$ cat config.mk
export PLATFORM = sky130hd
export DESIGN_NAME = concept_closure_canonicity_unit_flat
export DESIGN_NICKNAME = d
export VERILOG_FILES = /design/src/hdl/ccc_pkg.sv /design/src/hdl/ccc_req_if.sv /design/src/hdl/concept_closure_canonicity_unit.sv /design/src/hdl/ccc_ctrl.sv /design/src/hdl/ccc_dp.sv /design/src/flat_wrapper.sv
export SDC_FILE = /design/constraint.sdc
export NUM_CORES = 2
export LEC_CHECK = 0
export ABC_CLOCK_PERIOD_IN_PS = 10200
export BUFFER_PORTS_ARGS = -buffer_cell sky130_fd_sc_hd__buf_2
export CAP_MARGIN = 25
export CELL_PAD_IN_SITES_DETAIL_PLACEMENT = 0
export CELL_PAD_IN_SITES_GLOBAL_PLACEMENT = 2
export CORE_MARGIN = 10
export CORE_UTILIZATION = 50
export CTS_CLUSTER_DIAMETER = 80
export DETAILED_ROUTE_END_ITERATION = 8
export PLACE_DENSITY_LB_ADDON = 0.1
export SLEW_MARGIN = 20
export SYNTH_ARGS = -nofsm -noshare
export SYNTH_HDL_FRONTEND = slang
export SYNTH_HIERARCHICAL = 1
export SYNTH_SLANG_ARGS = --single-unit
$ cat constraint.sdc
create_clock -name clock -period 10.2 [get_ports clock]
set_input_delay 0.51 -clock clock [delete_from_list [all_inputs] [get_ports clock]]
set_output_delay 0.51 -clock clock [all_outputs]
set_load 0.02 [all_outputs]
$ cat src/hdl/ccc_pkg.sv
// Shared types, sizes, opcodes and helper functions for the concept closure unit.
// No dependencies; every other file of the block refers to this package by scope.
package ccc_pkg;

   // Context sizes.
   localparam int MAX_OBJECTS    = 64;
   localparam int MAX_ATTRIBUTES = 64;

   // Fixed field widths of the item interfaces.
   localparam int ROW_W     = 64;
   localparam int OPCODE_W  = 2;
   localparam int INDEX_W   = 6;
   localparam int CSR_W     = 7;
   localparam int CSR_IDX_W = 1;

   // Width of a row address into the context store.
   localparam int OBJ_IDX_W = (MAX_OBJECTS > 1) ? $clog2(MAX_OBJECTS) : 1;

   // Item opcodes.
   localparam logic [OPCODE_W-1:0] OP_WRITE   = 2'd0;
   localparam logic [OPCODE_W-1:0] OP_FULL    = 2'd1;
   localparam logic [OPCODE_W-1:0] OP_PARTIAL = 2'd2;

   // Configuration register indexes.
   localparam logic [CSR_IDX_W-1:0] CSR_NUM_OBJECTS    = 1'd0;
   localparam logic [CSR_IDX_W-1:0] CSR_NUM_ATTRIBUTES = 1'd1;

   // Commands from the controller to the datapath.
   typedef struct packed {
      logic                 accept;
      logic                 read;
      logic [OBJ_IDX_W-1:0] addr;
      logic                 finish;
   } ccc_cmd_type;

   // Status from the datapath to the controller.
   typedef struct packed {
      logic req_closure;
      logic out_free;
   } ccc_status_type;

   // Mask of the lowest n bits, with n saturated at cap.
   function automatic logic [ROW_W-1:0] low_mask(input logic [CSR_W-1:0] n, input int cap);
      logic [CSR_W-1:0] k;
      begin
         k = (int'(n) > cap) ? CSR_W'(cap) : n;
         if (k >= CSR_W'(ROW_W)) begin
            low_mask = '1;
         end else begin
            low_mask = (ROW_W'(1) << k) - ROW_W'(1);
         end
      end
   endfunction

endpackage

$ cat src/hdl/ccc_req_if.sv
// Request channel of the concept closure unit: valid, ready and one input item.
// Depends on ccc_pkg for field widths.
interface ccc_req_if;
   logic                         valid;
   logic                         ready;
   logic [ccc_pkg::OPCODE_W-1:0] opcode;
   logic [ccc_pkg::INDEX_W-1:0]  row_index;
   logic [ccc_pkg::ROW_W-1:0]    row_bits;
   logic [ccc_pkg::ROW_W-1:0]    extent_bits;
   logic [ccc_pkg::ROW_W-1:0]    intent_bits;
   logic [ccc_pkg::INDEX_W-1:0]  attribute;

   modport source (output valid, opcode, row_index, row_bits, extent_bits, intent_bits,
                   attribute, input ready);
   modport sink (input valid, opcode, row_index, row_bits, extent_bits, intent_bits,
                 attribute, output ready);
endinterface

// Response channel of the concept closure unit: valid, ready and one result item.
interface ccc_rsp_if;
   logic                      valid;
   logic                      ready;
   logic [ccc_pkg::ROW_W-1:0] new_extent;
   logic [ccc_pkg::ROW_W-1:0] new_intent;
   logic                      canonical;
   logic                      extent_unchanged;

   modport source (output valid, new_extent, new_intent, canonical, extent_unchanged,
                   input ready);
   modport sink (input valid, new_extent, new_intent, canonical, extent_unchanged,
                 output ready);
endinterface

$ cat src/hdl/concept_closure_canonicity_unit.sv
// Close-by-one concept closure unit. A write item stores one object row of the
// context and returns an all-zero result. A closure item walks every object row
// of the context store, one row per cycle through the store's single read port,
// and its result enters the output register after the walk. One item is worked
// at a time; the next item is accepted as soon as the previous one has left for
// the output register, even while that result still waits to be taken. The
// result gives the kept extent, the new intent, the canonicity flag and the
// unchanged-extent flag. The user must write configuration only while the unit
// is idle; the unit itself does not enforce this.
// Depends on ccc_pkg, ccc_req_if, ccc_rsp_if, ccc_ctrl and ccc_dp.
module concept_closure_canonicity_unit (
   input  logic                           clock,
   input  logic                           reset,
   ccc_req_if.sink                        req,
   ccc_rsp_if.source                      rsp,
   input  logic                           csr_we,
   input  logic [ccc_pkg::CSR_IDX_W-1:0]  csr_index,
   input  logic [ccc_pkg::CSR_W-1:0]      csr_wdata
);

   ccc_pkg::ccc_cmd_type    cmd;
   ccc_pkg::ccc_status_type status;
   logic                    ready;

   assign req.ready = ready;

   // Item sequencing.
   ccc_ctrl u_ctrl (
      .clock     (clock),
      .reset     (reset),
      .req_valid (req.valid),
      .req_ready (ready),
      .status    (status),
      .cmd       (cmd)
   );

   // Context store and closure arithmetic.
   ccc_dp u_dp (
      .clock                (clock),
      .reset                (reset),
      .cmd                  (cmd),
      .status               (status),
      .csr_we               (csr_we),
      .csr_index            (csr_index),
      .csr_wdata            (csr_wdata),
      .req_opcode           (req.opcode),
      .req_row_index        (req.row_index),
      .req_row_bits         (req.row_bits),
      .req_extent_bits      (req.extent_bits),
      .req_intent_bits      (req.intent_bits),
      .req_attribute        (req.attribute),
      .rsp_valid            (rsp.valid),
      .rsp_ready            (rsp.ready),
      .rsp_new_extent       (rsp.new_extent),
      .rsp_new_intent       (rsp.new_intent),
      .rsp_canonical        (rsp.canonical),
      .rsp_extent_unchanged (rsp.extent_unchanged)
   );

endmodule

$ cat src/hdl/ccc_ctrl.sv
// Controller of the concept closure unit: accepts items and sequences the row walk.
// Depends on ccc_pkg for the command and status types.
module ccc_ctrl (
   input  logic                    clock,
   input  logic                    reset,
   input  logic                    req_valid,
   output logic                    req_ready,
   input  ccc_pkg::ccc_status_type status,
   output ccc_pkg::ccc_cmd_type    cmd
);

   localparam logic [1:0] S_IDLE   = 2'd0;
   localparam logic [1:0] S_WALK   = 2'd1;
   localparam logic [1:0] S_TAIL   = 2'd2;
   localparam logic [1:0] S_FINISH = 2'd3;

   localparam logic [ccc_pkg::OBJ_IDX_W-1:0] LAST_ADDR =
      ccc_pkg::OBJ_IDX_W'(ccc_pkg::MAX_OBJECTS - 1);

   logic [1:0]                      state_ff, state_in;
   logic [ccc_pkg::OBJ_IDX_W-1:0]   addr_ff, addr_in;

   // Next state and commands.
   always_comb begin
      state_in   = state_ff;
      addr_in    = addr_ff;
      req_ready  = 1'b0;
      cmd.accept = 1'b0;
      cmd.read   = 1'b0;
      cmd.addr   = addr_ff;
      cmd.finish = 1'b0;
      unique case (state_ff)
         S_IDLE: begin
            req_ready = 1'b1;
            if (req_valid) begin
               cmd.accept = 1'b1;
               addr_in    = '0;
               state_in   = status.req_closure ? S_WALK : S_FINISH;
            end
         end
         S_WALK: begin
            // One context row is read per cycle, in object order.
            cmd.read = 1'b1;
            addr_in  = addr_ff + 1'b1;
            if (addr_ff == LAST_ADDR) begin
               state_in = S_TAIL;
            end
         end
         S_TAIL: begin
            // The last row read is folded in this cycle.
            state_in = S_FINISH;
         end
         S_FINISH: begin
            if (status.out_free) begin
               cmd.finish = 1'b1;
               state_in   = S_IDLE;
            end
         end
         default: begin
            state_in = S_IDLE;
         end
      endcase
   end

   // State registers.
   always_ff @(posedge clock) begin
      if (reset) begin
         state_ff <= S_IDLE;
         addr_ff  <= '0;
      end else begin
         state_ff <= state_in;
         addr_ff  <= addr_in;
      end
   end

endmodule

$ cat src/hdl/ccc_dp.sv
// Datapath of the concept closure unit: context store, closure accumulators,
// configuration registers and the result register. Depends on ccc_pkg.
module ccc_dp (
   input  logic                             clock,
   input  logic                             reset,
   input  ccc_pkg::ccc_cmd_type             cmd,
   output ccc_pkg::ccc_status_type          status,
   input  logic                             csr_we,
   input  logic [ccc_pkg::CSR_IDX_W-1:0]    csr_index,
   input  logic [ccc_pkg::CSR_W-1:0]        csr_wdata,
   input  logic [ccc_pkg::OPCODE_W-1:0]     req_opcode,
   input  logic [ccc_pkg::INDEX_W-1:0]      req_row_index,
   input  logic [ccc_pkg::ROW_W-1:0]        req_row_bits,
   input  logic [ccc_pkg::ROW_W-1:0]        req_extent_bits,
   input  logic [ccc_pkg::ROW_W-1:0]        req_intent_bits,
   input  logic [ccc_pkg::INDEX_W-1:0]      req_attribute,
   output logic                             rsp_valid,
   input  logic                             rsp_ready,
   output logic [ccc_pkg::ROW_W-1:0]        rsp_new_extent,
   output logic [ccc_pkg::ROW_W-1:0]        rsp_new_intent,
   output logic                             rsp_canonical,
   output logic                             rsp_extent_unchanged
);

   localparam int NO = ccc_pkg::MAX_OBJECTS;

   // Context store, one attribute row per object.
   logic [ccc_pkg::ROW_W-1:0] rows_mem [NO];
   logic [ccc_pkg::ROW_W-1:0] rd_data_ff;
   logic                      rd_valid_ff;

   // Configuration registers.
   logic [ccc_pkg::CSR_W-1:0] num_objects_ff;
   logic [ccc_pkg::CSR_W-1:0] num_attributes_ff;

   // Item registers and closure accumulators.
   logic [ccc_pkg::OPCODE_W-1:0] op_ff;
   logic [ccc_pkg::INDEX_W-1:0]  y_ff;
   logic [ccc_pkg::ROW_W-1:0]    amask_ff;
   logic [ccc_pkg::ROW_W-1:0]    below_ff;
   logic [ccc_pkg::ROW_W-1:0]    intent_ff;
   logic [NO-1:0]                ext_sh_ff;
   logic [NO-1:0]                newext_ff;
   logic [ccc_pkg::ROW_W-1:0]    acc_ff;
   logic                         same_ff;

   // Result register.
   logic                         rsp_valid_ff;
   logic [ccc_pkg::ROW_W-1:0]    new_extent_ff;
   logic [ccc_pkg::ROW_W-1:0]    new_intent_ff;
   logic                         canonical_ff;
   logic                         unchanged_ff;

   logic [ccc_pkg::ROW_W-1:0]    omask;
   logic [ccc_pkg::ROW_W-1:0]    row_masked;
   logic                         row_hit;
   logic                         is_closure;
   logic [ccc_pkg::ROW_W-1:0]    acc_final;

   // Status toward the controller.
   assign status.req_closure = (req_opcode == ccc_pkg::OP_FULL) ||
                               (req_opcode == ccc_pkg::OP_PARTIAL);
   assign status.out_free    = !rsp_valid_ff || rsp_ready;

   // Configuration writes.
   always_ff @(posedge clock) begin
      if (reset) begin
         num_objects_ff    <= ccc_pkg::CSR_W'(ccc_pkg::MAX_OBJECTS);
         num_attributes_ff <= ccc_pkg::CSR_W'(ccc_pkg::MAX_ATTRIBUTES);
      end else if (csr_we) begin
         unique case (csr_index)
            ccc_pkg::CSR_NUM_OBJECTS:    num_objects_ff    <= csr_wdata;
            ccc_pkg::CSR_NUM_ATTRIBUTES: num_attributes_ff <= csr_wdata;
            default: ;
         endcase
      end
   end

   // Row writes go in at acceptance; walk reads have registered data.
   always_ff @(posedge clock) begin
      if (cmd.accept && (req_opcode == ccc_pkg::OP_WRITE) &&
          (int'(req_row_index) < NO)) begin
         rows_mem[req_row_index[ccc_pkg::OBJ_IDX_W-1:0]] <= req_row_bits;
      end
      if (cmd.read) begin
         rd_data_ff <= rows_mem[cmd.addr];
      end
   end

   always_ff @(posedge clock) begin
      if (reset) begin
         rd_valid_ff <= 1'b0;
      end else begin
         rd_valid_ff <= cmd.read;
      end
   end

   // Row seen this cycle, limited to attributes in use.
   assign omask      = ccc_pkg::low_mask(num_objects_ff, ccc_pkg::MAX_OBJECTS);
   assign row_masked = rd_data_ff & amask_ff;
   assign row_hit    = row_masked[y_ff];

   // Item capture and the per-row fold. The extent shifts down one object per
   // row, and the kept objects shift into the new extent from the top.
   always_ff @(posedge clock) begin
      if (cmd.accept) begin
         op_ff     <= req_opcode;
         y_ff      <= req_attribute;
         amask_ff  <= ccc_pkg::low_mask(num_attributes_ff, ccc_pkg::MAX_ATTRIBUTES);
         acc_ff    <= ccc_pkg::low_mask(num_attributes_ff, ccc_pkg::MAX_ATTRIBUTES);
         below_ff  <= (ccc_pkg::ROW_W'(1) << req_attribute) - ccc_pkg::ROW_W'(1);
         intent_ff <= req_intent_bits;
         ext_sh_ff <= req_extent_bits[NO-1:0] & omask[NO-1:0];
         newext_ff <= '0;
         same_ff   <= 1'b1;
      end else if (rd_valid_ff) begin
         ext_sh_ff <= ext_sh_ff >> 1;
         if (NO > 1) begin
            newext_ff <= {ext_sh_ff[0] & row_hit, newext_ff[NO-1:1]};
         end else begin
            newext_ff <= NO'(ext_sh_ff[0] & row_hit);
         end
         if (ext_sh_ff[0]) begin
            if (row_hit) begin
               acc_ff <= acc_ff & row_masked;
            end else begin
               same_ff <= 1'b0;
            end
         end
      end
   end

   // Final intent and flags.
   assign is_closure = (op_ff == ccc_pkg::OP_FULL) || (op_ff == ccc_pkg::OP_PARTIAL);
   assign acc_final  = (op_ff == ccc_pkg::OP_PARTIAL) ? (acc_ff & below_ff) : acc_ff;

   // Result register; it holds until the item is taken.
   always_ff @(posedge clock) begin
      if (reset) begin
         rsp_valid_ff <= 1'b0;
      end else if (cmd.finish) begin
         rsp_valid_ff <= 1'b1;
      end else if (rsp_ready) begin
         rsp_valid_ff <= 1'b0;
      end
   end

   always_ff @(posedge clock) begin
      if (cmd.finish) begin
         if (is_closure) begin
            new_extent_ff <= ccc_pkg::ROW_W'(newext_ff);
            new_intent_ff <= acc_final;
            canonical_ff  <= ((acc_final ^ intent_ff) & below_ff) == '0;
            unchanged_ff  <= same_ff;
         end else begin
            new_extent_ff <= '0;
            new_intent_ff <= '0;
            canonical_ff  <= 1'b0;
            unchanged_ff  <= 1'b0;
         end
      end
   end

   assign rsp_valid            = rsp_valid_ff;
   assign rsp_new_extent       = new_extent_ff;
   assign rsp_new_intent       = new_intent_ff;
   assign rsp_canonical        = canonical_ff;
   assign rsp_extent_unchanged = unchanged_ff;

endmodule
$ cat src/flat_wrapper.sv
// flat-port wrapper written by rule: the top's interface ports become plain ports
module concept_closure_canonicity_unit_flat 
  (clock, reset, csr_we, csr_index, csr_wdata, req_valid, req_opcode, req_row_index, req_row_bits, req_extent_bits, req_intent_bits, req_attribute, req_ready, rsp_valid, rsp_new_extent, rsp_new_intent, rsp_canonical, rsp_extent_unchanged, rsp_ready);
  ccc_req_if req_i ();
  ccc_rsp_if rsp_i ();
  input  logic clock;
  input  logic reset;
  input  logic csr_we;
  input  logic [ccc_pkg::CSR_IDX_W-1:0] csr_index;
  input  logic [ccc_pkg::CSR_W-1:0] csr_wdata;
  input wire logic [$bits(req_i.valid)-1:0] req_valid;
  input wire logic [$bits(req_i.opcode)-1:0] req_opcode;
  input wire logic [$bits(req_i.row_index)-1:0] req_row_index;
  input wire logic [$bits(req_i.row_bits)-1:0] req_row_bits;
  input wire logic [$bits(req_i.extent_bits)-1:0] req_extent_bits;
  input wire logic [$bits(req_i.intent_bits)-1:0] req_intent_bits;
  input wire logic [$bits(req_i.attribute)-1:0] req_attribute;
  output wire logic [$bits(req_i.ready)-1:0] req_ready;
  output wire logic [$bits(rsp_i.valid)-1:0] rsp_valid;
  output wire logic [$bits(rsp_i.new_extent)-1:0] rsp_new_extent;
  output wire logic [$bits(rsp_i.new_intent)-1:0] rsp_new_intent;
  output wire logic [$bits(rsp_i.canonical)-1:0] rsp_canonical;
  output wire logic [$bits(rsp_i.extent_unchanged)-1:0] rsp_extent_unchanged;
  input wire logic [$bits(rsp_i.ready)-1:0] rsp_ready;
  assign req_i.valid = req_valid;
  assign req_i.opcode = req_opcode;
  assign req_i.row_index = req_row_index;
  assign req_i.row_bits = req_row_bits;
  assign req_i.extent_bits = req_extent_bits;
  assign req_i.intent_bits = req_intent_bits;
  assign req_i.attribute = req_attribute;
  assign req_ready = req_i.ready;
  assign rsp_valid = rsp_i.valid;
  assign rsp_new_extent = rsp_i.new_extent;
  assign rsp_new_intent = rsp_i.new_intent;
  assign rsp_canonical = rsp_i.canonical;
  assign rsp_extent_unchanged = rsp_i.extent_unchanged;
  assign rsp_i.ready = rsp_ready;
  concept_closure_canonicity_unit u_core (.clock(clock), .reset(reset), .req(req_i), .rsp(rsp_i), .csr_we(csr_we), .csr_index(csr_index), .csr_wdata(csr_wdata));
endmodule
==> qor.csv <==
metric,value,unit
"Clk pin slew, worst setup/hold paths",0.06,ns
PD cells,211,mW/mm²
Routed WL,523,mm
number of global-route vias before repair,92915,
syn_area_per_cell,21.8,µm²
Final Net Count,9436,
DR pass1 iterations,6,
Tightest Pin Transition,1.18,ns
max_slew headroom,21.2,%
Core Region,0.365,mm²
input/output buffers,350,
Post-synth EDFFs,4618,
final worst slack,4.99,ns
worst hold slack,0.0487,ns
HP Class,in -> reg,
DP Worst Slack,5.12,ns
"Req. time, crit path",10.79,ns
total CTS buffers,474,
area growth from synthesis to layout,14.0,%
total grt overflow,0,
start point of the critical path,u_core/u_ctrl/state_ff[1],
Die Span Y,625,µm
register area,0.140,mm²
final setup vio count,0,
footprint of the multi-input gates,0.0410,mm²
final hold vios,0,
Post-CTS Setup Repair Bufs,0,
r2r startpoint,u_core/u_ctrl/state_ff[1],
Setup TNS,0,ns
"commonest non-fill, non-tap cells in the layout","edfxtp_1, mux4_2, clkbuf_16",
synthesized-area fraction occupied by adder cells,0.0738,%
simple-gate portion of the synthesized area,2.91,%
Worst Clk Skew,0.0342,ns
fin crit period,5.21,ns
total track usage,26.4,%
Post-synth top flop,edfxtp_1,
Cells after DPL,13369,
Reg2Reg Setup Slack,4.99,ns
cts repair resizes,0,
status,finished clean,
"antenna viol nets, final",0,
initial DRC count,11315,
number of primary I/O pins,351,
CTS H-Tree Depth,5,
CTS Hold Bufs,150,
initial core utilization,50.1,%
first-pass GRT wire length,732,mm
clock tree sinks,4707,
Worst Setup EP,u_core/u_dp/rows_mem[46][63],
Layout fillers,26913,
number of vias per cell,6.39,
CTS tree,yes,
sequential area share after synthesis,76.7,%
Row Count,222,
CP arrival,5.81,ns
via count,92251,
synthesized flop and latch total,4707,
die area,0.391,mm²
FMAX,0.192,GHz
CTS root buf,clkbuf_16,
MaxCap Viol Count,0,
Post-Synth XOR/XNOR Area,0.531,%
Synth Area in Compound Gates,2.26,%
"Distinct cells, synth",94,
Setup CP Type,reg -> reg,
final std cells w/o fill,14430,
Static Leak,64.0,nW
Crit. End Element,flip-flop,
largest net degree at the start of global routing,129,
initial antenna violation count,29,
post-DP HPWL,306,mm
cells after synthesis,8413,
"commonest non-fill, non-tap cell in the layout",edfxtp_1,
"Core Util, Final",57.1,%
wire per inst,36.2,µm
CP Max Fanout,29,
worst r2r path cells,9,
Remaining DRCs,0,
Post-Syn Nets,8642,
Post-synth ARST share,0,%
startpoint types,flip-flop,
clock tree buffer depth,4,
worst r2r dst,u_core/u_dp/rows_mem[46][63],
clk_lat worst skew,0.99,ns
share of cells above drive strength 1,27.8,%
total number of yosys warnings,6,
mapped cell area,0.183,mm²
Die W,625,µm
Final GP Congestion,0.853,
final slew viol count,0,
peak supply drop,0.000216,V
RSZ-0062 raised after global routing,no,
largest family of logic cells by synthesized area,multiplexers,
mux contribution to synthesized area,16.3,%
Final period util,51.1,%
-- routing by layer --
metal,global-route usage (%),up-vias,routed length (µm)
met3,4.38,664,40700
met2,41.8,4118,248000
met5,0,-,97
met1,38.7,50419,219000
met4,6.71,14,15400
li1,-,37036,-
-- logic make-up after synthesis --
family                     Yosys count
DFF                               4707
muxes                             1380
and+or+nand+nor                   1065
AOI/OAI and AO/OA                  599
buffers and inverters              539
xor gates and xnor gates           111
adders and majority gates           11
other                                1
-- how the worst min path moves through the flow --
| stage | from | to | slack (ns) | cells after the start |
|---|---|---|---|---|
| detailed placement | u_core/u_dp/newext_ff[0] | u_core/u_dp/newext_ff[0] | 0.47 | 2 |
| global placement | u_core/u_dp/newext_ff[0] | u_core/u_dp/newext_ff[0] | 0.47 | 2 |
| CTS | req_extent_bits[42] | u_core/u_dp/ext_sh_ff[42] | 0.01 | 3 |
| floorplan | u_core/u_dp/newext_ff[0] | u_core/u_dp/newext_ff[0] | 0.45 | 2 |
| finish | req_row_bits[10] | u_core/u_dp/rows_mem[12][10] | 0.05 | 1 |
| global route | req_row_bits[48] | u_core/u_dp/rows_mem[45][48] | 0.05 | 1 |
-- critical path, stage by stage (launching register included) --
cell and delay (ns):
dfxtp_1 0.35, inv_1 0.18, ha_1 0.36, and2_4 0.33, inv_2 0.26, nor2_1 0.34, nand2_1 0.63, nor2_4 0.69
buf_4 0.70, buf_4 0.64
-- flip-flops by register name, indices dropped and copies added (netlist names), 64 cells and up --
| signal | cells |
|---|---|
| u_core/u_dp/amask_ff | 64 |
| u_core/u_dp/below_ff | 64 |
| u_core/u_dp/rows_mem | 4096 |
| u_core/u_dp/rsp_new_intent | 64 |
| u_core/u_dp/ext_sh_ff | 64 |
| u_core/u_dp/intent_ff | 64 |
| u_core/u_dp/newext_ff | 64 |
| u_core/u_dp/rsp_new_extent | 64 |
| u_core/u_dp/acc_ff | 64 |
| u_core/u_dp/rd_data_ff | 64 |
-- stage by stage --
step | power (mW) | instance area (µm²)
3_3_place_gp | 27.9 | 192000
6_report | 44.1 | 209000
3_5_place_dp | 27.9 | 192000
2_1_floorplan | 26.0 | 183000
5_1_grt | 45.6 | 209000
4_1_cts | 44.5 | 208000
-- cell usage after synthesis (all sizes together), types with 8 or more instances --
master / n / area, µm²
a21o: 17 / 128
a21oi: 92 / 464
a22o: 10 / 87.6
a22oi: 158 / 1190
a31oi: 41 / 263
and2: 18 / 114
and3: 22 / 138
buf: 178 / 846
clkbuf: 296 / 1110
dfxtp: 89 / 1780
edfxtp: 4618 / 139000
ha: 10 / 125
inv: 61 / 229
mux2i: 88 / 885
mux4: 1285 / 28900
nand2: 267 / 1000
nand2b: 19 / 121
nand3: 102 / 510
nand3b: 8 / 60.1
nand4: 33 / 206
nor2: 262 / 983
nor2b: 159 / 995
nor3: 42 / 215
nor3b: 73 / 553
nor4: 14 / 87.6
o2111ai: 9 / 85.1
o211ai: 19 / 148
o21ai: 110 / 569
o22ai: 15 / 93.8
o2bb2ai: 22 / 193
o31ai: 15 / 113
or2: 10 / 62.6
or3: 14 / 87.6
xnor2: 27 / 236
xor2: 84 / 736
-- area by class of cell --
cell class	instances	share of cell area [%]
clock inverters	274	1.03
multi-input cells	3167	19.7
clock buffers	590	6.00
flip-flops and latches	4707	67.3
repair buffers	792	2.99
well taps	4816	2.89
inverters	65	0.117
diodes	19	0.0228
-- where the power goes --
part           internal [mW]  leakage (nW)  switching, mW
logic                   2.15          14.5           2.73
registers               22.0          42.3          0.625
clock network           9.40          7.18           7.20
Note: power is estimated with default switching activity, not from simulation.
